File: src/mss_pkg.sv
package mss_pkg;

   localparam int NUM_STACKS_DEF = 4;
   localparam int CAPACITY_DEF   = 64;
   localparam int DATA_WIDTH_DEF = 32;

   localparam int SID_W     = 2;
   localparam int PAYLOAD_W = 32;
   localparam int ID_SLOTS  = 4;

   localparam logic CMD_PUSH = 1'b0;
   localparam logic CMD_POP  = 1'b1;

   typedef enum logic [1:0] {
      STATUS_OK        = 2'd0,
      STATUS_OVERFLOW  = 2'd1,
      STATUS_UNDERFLOW = 2'd2
   } status_type;

   typedef enum logic {
      ST_IDLE,
      ST_EXEC
   } state_type;

endpackage

File: src/multi_stack_shared_store.sv
// Multi-stack shared store: several LIFO stacks share one data memory.
// Request channel (req_valid/req_ready): req_cmd push or pop, req_stack_id
// selects the stack, req_push_value is the value to push.
// Response channel (rsp_valid/rsp_ready): one response per request, with
// rsp_status (ok, overflow on push, underflow on pop) and rsp_pop_value
// (the popped value, zero otherwise).
// Timing: at acceptance the link and data memories are read at the free head
// or the stack top into registers; in the execute state they are written back
// and the response register is loaded, which raises rsp_valid. No new request
// is taken while one is in the execute state.
// Reset: every stack is empty and all entries are free, in ascending order;
// the memories themselves are not cleared, so requests are taken right away.
// Stall: while a response waits, the next request is still accepted and its
// read done; its write-back and response wait until the response register
// drains.
module multi_stack_shared_store #(
   parameter int NUM_STACKS = mss_pkg::NUM_STACKS_DEF,
   parameter int CAPACITY   = mss_pkg::CAPACITY_DEF,
   parameter int DATA_WIDTH = mss_pkg::DATA_WIDTH_DEF
) (
   input  logic                                clock,
   input  logic                                reset,
   input  logic                                req_valid,
   output logic                                req_ready,
   input  logic                                req_cmd,
   input  logic [mss_pkg::SID_W-1:0]           req_stack_id,
   input  logic signed [mss_pkg::PAYLOAD_W-1:0] req_push_value,
   output logic                                rsp_valid,
   input  logic                                rsp_ready,
   output logic [1:0]                          rsp_status,
   output logic signed [mss_pkg::PAYLOAD_W-1:0] rsp_pop_value
);

   localparam int IDX_W = $clog2(CAPACITY);
   localparam int PTR_W = $clog2(CAPACITY + 1);
   localparam int TOPS  = (NUM_STACKS < mss_pkg::ID_SLOTS) ? NUM_STACKS : mss_pkg::ID_SLOTS;
   localparam int TOP_W = (TOPS > 1) ? $clog2(TOPS) : 1;
   localparam logic [PTR_W-1:0] NIL = PTR_W'(CAPACITY);

   mss_pkg::state_type state_ff, state_in;

   logic [PTR_W-1:0] tops_ff [TOPS];
   logic [PTR_W-1:0] free_head_ff;
   logic [PTR_W-1:0] hwm_ff;

   logic                  cmd_ff;
   logic [TOP_W-1:0]      sid_ff;
   logic [IDX_W-1:0]      idx_ff;
   logic                  ok_ff;
   logic                  fresh_ff;
   logic [DATA_WIDTH-1:0] value_ff;

   logic [PTR_W-1:0]      link_mem [CAPACITY];
   logic [DATA_WIDTH-1:0] data_mem [CAPACITY];
   logic [PTR_W-1:0]      link_rd_ff;
   logic [DATA_WIDTH-1:0] data_rd_ff;

   logic                            rsp_valid_ff, rsp_valid_in;
   mss_pkg::status_type             rsp_status_ff;
   logic [mss_pkg::PAYLOAD_W-1:0]   rsp_pop_value_ff;

   logic             accept;
   logic             done;
   logic             sid_ok;
   logic [TOP_W-1:0] sid_idx;
   logic [PTR_W-1:0] top_sel;
   logic             req_push;
   logic [PTR_W-1:0] req_ptr;
   logic             req_ok;
   logic [IDX_W-1:0] req_addr;

   logic             op_push;
   logic [PTR_W-1:0] idx_ptr;
   logic [PTR_W-1:0] nxt;
   logic             link_we;
   logic [PTR_W-1:0] link_wdata;
   logic             data_we;
   logic [63:0]      pop_ext;

   // request decode at acceptance
   always_comb begin
      accept   = req_valid && req_ready;
      sid_ok   = 32'(req_stack_id) < NUM_STACKS;
      sid_idx  = TOP_W'(req_stack_id);
      top_sel  = sid_ok ? tops_ff[sid_idx] : NIL;
      req_push = (req_cmd == mss_pkg::CMD_PUSH);
      req_ptr  = req_push ? free_head_ff : top_sel;
      req_ok   = sid_ok && (req_ptr != NIL);
      req_addr = req_ptr[IDX_W-1:0];
   end

   // write-back pass
   always_comb begin
      op_push    = (cmd_ff == mss_pkg::CMD_PUSH);
      idx_ptr    = PTR_W'(idx_ff);
      nxt        = fresh_ff ? idx_ptr + PTR_W'(1) : link_rd_ff;
      link_we    = done && ok_ff;
      link_wdata = op_push ? tops_ff[sid_ff] : free_head_ff;
      data_we    = done && ok_ff && op_push;
      pop_ext    = 64'($signed(data_rd_ff));
   end

   always_comb begin
      state_in  = state_ff;
      req_ready = 1'b0;
      done      = 1'b0;
      unique case (state_ff)
         mss_pkg::ST_IDLE: begin
            req_ready = 1'b1;
            if (req_valid) begin
               state_in = mss_pkg::ST_EXEC;
            end
         end
         mss_pkg::ST_EXEC: begin
            if (!rsp_valid_ff || rsp_ready) begin
               done     = 1'b1;
               state_in = mss_pkg::ST_IDLE;
            end
         end
         default: begin
            state_in = mss_pkg::ST_IDLE;
         end
      endcase
   end

   always_ff @(posedge clock) begin
      if (reset) begin
         state_ff <= mss_pkg::ST_IDLE;
      end else begin
         state_ff <= state_in;
      end
   end

   always_ff @(posedge clock) begin
      if (reset) begin
         for (int i = 0; i < TOPS; i++) begin
            tops_ff[i] <= NIL;
         end
         free_head_ff <= '0;
         hwm_ff       <= '0;
      end else if (done && ok_ff) begin
         if (op_push) begin
            free_head_ff    <= nxt;
            tops_ff[sid_ff] <= idx_ptr;
            if (fresh_ff) begin
               hwm_ff <= hwm_ff + PTR_W'(1);
            end
         end else begin
            tops_ff[sid_ff] <= nxt;
            free_head_ff    <= idx_ptr;
         end
      end
   end

   // hold the request while it is in flight
   always_ff @(posedge clock) begin
      if (accept) begin
         cmd_ff   <= req_cmd;
         sid_ff   <= sid_idx;
         idx_ff   <= req_addr;
         ok_ff    <= req_ok;
         fresh_ff <= req_push && (free_head_ff == hwm_ff);
         value_ff <= DATA_WIDTH'(64'(req_push_value));
      end
   end

   always_ff @(posedge clock) begin
      if (accept) begin
         link_rd_ff <= link_mem[req_addr];
      end
      if (link_we) begin
         link_mem[idx_ff] <= link_wdata;
      end
   end

   always_ff @(posedge clock) begin
      if (accept) begin
         data_rd_ff <= data_mem[req_addr];
      end
      if (data_we) begin
         data_mem[idx_ff] <= value_ff;
      end
   end

   assign rsp_valid_in = done || (rsp_valid_ff && !rsp_ready);

   always_ff @(posedge clock) begin
      if (reset) begin
         rsp_valid_ff <= 1'b0;
      end else begin
         rsp_valid_ff <= rsp_valid_in;
      end
   end

   always_ff @(posedge clock) begin
      if (done) begin
         if (ok_ff) begin
            rsp_status_ff <= mss_pkg::STATUS_OK;
         end else if (op_push) begin
            rsp_status_ff <= mss_pkg::STATUS_OVERFLOW;
         end else begin
            rsp_status_ff <= mss_pkg::STATUS_UNDERFLOW;
         end
         rsp_pop_value_ff <= (ok_ff && !op_push) ? pop_ext[mss_pkg::PAYLOAD_W-1:0] : '0;
      end
   end

   assign rsp_valid     = rsp_valid_ff;
   assign rsp_status    = rsp_status_ff;
   assign rsp_pop_value = rsp_pop_value_ff;

endmodule

File: config.mk
export PLATFORM = sky130hd
export DESIGN_NAME = multi_stack_shared_store
export DESIGN_NICKNAME = d
export VERILOG_FILES = /design/src/mss_pkg.sv /design/src/multi_stack_shared_store.sv
export SDC_FILE = /design/constraint.sdc
export NUM_CORES = 2
export LEC_CHECK = 0
export BUFFER_PORTS_ARGS = -buffer_cell sky130_fd_sc_hd__buf_2
export CORE_ASPECT_RATIO = 1.5
export CORE_UTILIZATION = 51
export DETAILED_ROUTE_END_ITERATION = 8
export GPL_ROUTABILITY_DRIVEN = 0
export PLACE_DENSITY_LB_ADDON = 0.05
export SLEW_MARGIN = 20
export SYNTH_ARGS = -nofsm -noshare
export SYNTH_HDL_FRONTEND = slang
export SYNTH_SLANG_ARGS = --single-unit
File: constraint.sdc
create_clock -name clock -period 9.68 [get_ports clock]
set_input_delay 0 -clock clock [delete_from_list [all_inputs] [get_ports clock]]
set_output_delay 0 -clock clock [all_outputs]
set_load 0.02 [all_outputs]
==> run summary <==
Max_slew headroom -> -0.552%
Max stage delay on crit path -> 1150 ps
Clock Latency Late Sink -> 910 ps
Share of the cycle needed by the critical path after routing -> 59.4%
Relative contribution of combinational cells to total power -> 9.4%
Commonest cells in the synthesized netlist -> edfxtp_1, nand2_1, nand3_1
Worst VDD drop -> 160 uV
Setup Total Neg Slack -> 0 ps
Kind of capture point of the worst setup path -> flop
Setup violation total in the final timing report -> 0
Crit path kind -> flop to flop
Crit path time final -> 5750 ps
Clock tree from TritonCTS -> yes
Async S/R FF share, synth -> 0%
Leakage power -> 38.1 nW
Post-layout net count -> 7,704
Antenna violations before repair -> 35
Number of flops mapped to enable cells by yosys -> 2,640
Cells after Synth -> 7,559
Max Freq -> 0.174 GHz
Drt via density -> 6.25
Smallest setup slack after layout -> 3930 ps
Number of iterations in the first detailed-routing pass -> 6
Number of DRC violations after detailed routing -> 0
Slowest stage cell on the critical path -> a31oi_1
GRT Total Usage -> 32.8%
Final ANT Viol Nets -> 0
Core ar. -> 202,000 um^2
Overall via count from detail_route -> 66,400
Net switching component of the power -> 6.12 mW
Total CTS buffers -> 244
Worst hold margin -> 115 ps
Syn Std Cell Area -> 104,000 um^2
Area growth from synthesis to layout -> 12.3%
Switching part of the total -> 24.7%
Crit-path max FO -> 53
Power density relative to cell area -> 213 nW/um^2
Die height -> 555 um
Worst hold path startpoint -> req_stack_id[0]
Final core occ -> 57.7%
Post-synth top flop -> edfxtp_1
Cell with the most instances after synthesis -> edfxtp_1
Start point of the critical path -> tops_ff[1][1]$_SDFFCE_PN0P_
H-tree levels -> 4
Port bufs -> 74
Max-slew violation count -> 8
Proportion of netlist area held by the largest area contributor -> 76.3%
Endpoints failing hold -> 0
Routed length per placed instance -> 32.0 um
Sequential cell area -> 79,600 um^2
Multi-input gate area in the final layout -> 22,700 um^2
Sequence of cells on the critical path -> mux2i_1 -> o221a_4 -> buf_4 -> buf_4 -> buf_4 -> buf_4 -> a21oi_1 -> nand2_1 -> nand3_1 -> a31oi_1 -> or4_1
Hold Crit Class -> primary input to flop
Die width -> 371 um
Filler Cells Inserted -> 16,200
Ranking of synthesized cells by area -> edfxtp_1, nand2_1, nand3_1, a21oi_1, mux2i_1
Worst clock skew -> 51.1 ps
Power share of the clock group -> 38.6%
Synthesis Warnings -> 0
Number of synthesized register bits -> 2,658
Distinct cell type count after synthesis -> 68
Drt first-iter violations -> 8,094
Run status -> finished with violations
Number of global-route vias before repair -> 63,000
Startpoint of the worst-slack reg-to-reg timing path -> tops_ff[1][1]$_SDFFCE_PN0P_
CTS clk-pin slew, worst paths -> 70 ps
Post-Syn Area per Cell -> 13.7 um^2
Worst slew pin tran -> 1500 ps
Post-CTS setup repair buffer count -> 0
Worst setup timing slack at the placement stage -> 4200 ps
Max Cap Viol -> 1
Wire length of the first global-routing pass -> 475,000 um
Critical Path Source Type -> flop
Cell Rows -> 202
Number of sinks handled by clock tree synthesis -> 2,658
Worst endpoint required time -> 10,460 ps
Global route total overflow -> 0
Proportion of layout cells with a drive suffix above 1 -> 9.56%
Family with the most delay on the worst path -> buffers and inverters
Die outline area -> 206,000 um^2
Root Buffer -> clkbuf_16
RSZ-0062 raised after global routing -> no
CP arrival -> 6530 ps
Maximum number of buffers from clock root to sink -> 4
Syn_nets -> 7,600
Largest net degree at the start of global routing -> 147
I/O Pins -> 75
WP buf/inv -> 4
Failing checks -> max-capacitance violations, max-slew violations
Sequential area share after synthesis -> 76.6%
Total half-perimeter wirelength after legalization and detailed placement -> 186,000 um
Cell accounting for the most synthesized area -> edfxtp_1
Cell occurring most often along the worst timing path -> buf_4
Total Power Consumption -> 24.8 mW
Starting Density -> 51.4%
Total internal power -> 18.7 mW
Total routed wirelength -> 340,000 um
Sequential fraction of design power -> 52.0%
-- layer usage --
metal | wire length [um] | up-vias | track usage [%]
met3 | 24300 | 730 | 3.91
met4 | 23900 | 2 | 20.0
li1 | - | 28400 | -
met2 | 168000 | 3226 | 54.7
met5 | 12 | - | 0
met1 | 124000 | 34000 | 40.9
-- worst paths after layout --
check / to / slack, ps / cells after the start
worst max register to register: data_rd_ff[9]$_DFFE_PP_ / 3930 / 11
worst max-delay path: data_rd_ff[9]$_DFFE_PP_ / 3930 / 11
worst min-delay path: sid_ff[0]$_DFFE_PP_ / 120 / 2
worst min register to register: free_head_ff[6]$_SDFFE_PP0N_ / 500 / 2
-- state kept, by name (all words and copies together), names as in the netlist, 28 cells and up, named ones only --
signal         flops
data_mem        2048
link_mem         448
data_rd_ff        32
rsp_pop_value     32
value_ff          32
tops_ff           28
-- power by group through the flow --
stage               sequential [mW]  clock [mW]  combinational [mW]
floorplan                      13.2           0                1.20
global placement               13.1           0                2.25
detailed placement             13.1           0                2.27
CTS                            12.9        9.66                2.30
global route                   12.9        10.1                2.43
finish                         12.9        9.58                2.32
-- logic make-up after synthesis --
family          synth area share (%)
compound gates                  5.51
xor+xnor                       0.126
fa+ha+maj                     0.0241
buf+inv                         2.14
flops                           76.6
mux                             2.16
simple gates                    13.4
-- area by class of cell --
class,instances,share of cell area (%)
antenna,116,0.249
clock buffer,303,5.48
clock inverter,137,1.14
inverter,16,0.0826
multi-input combinational,4385,19.5
sequential,2658,68.3
tap,2652,2.84
timing repair buffer,358,2.44
-- cell usage in the layout (no fill, tap or decap), types with 16 or more instances in the layout --
cell type,Yosys,layout
a21oi_1,408,404
a22oi_1,31,31
a31oi_1,155,148
a32oi_1,169,169
and3_1,57,57
buf_2,167,74
buf_4,12,197
bufinv_16,0,25
clkbuf_1,226,54
clkbuf_16,0,245
clkinv_1,1,55
clkinv_2,0,48
dfxtp_1,18,18
diode_2,0,116
dlygate4sd3_1,0,74
edfxtp_1,2640,2640
mux2i_1,187,187
nand2_1,2059,2059
nand3_1,760,760
nand4_1,98,98
nor2_1,188,117
nor2_4,2,74
nor3_1,30,30
o2111ai_1,31,31
o21ai_0,16,16
or4_1,32,32
-- stage by stage --
stage               area, um^2  instances
global route            117000      10600
CTS                     116000      10500
finish                  117000      10600
global placement        108000       9993
floorplan               104000       7559
detailed placement      108000       9995
-- repair_timing --
item	4_1_cts	5_1_grt
resized for setup	0	0
hold buffers	74	0
endpoints found under the setup margin	0	0
endpoints found under the hold margin	108	0
(Power assumes the default switching activity.)
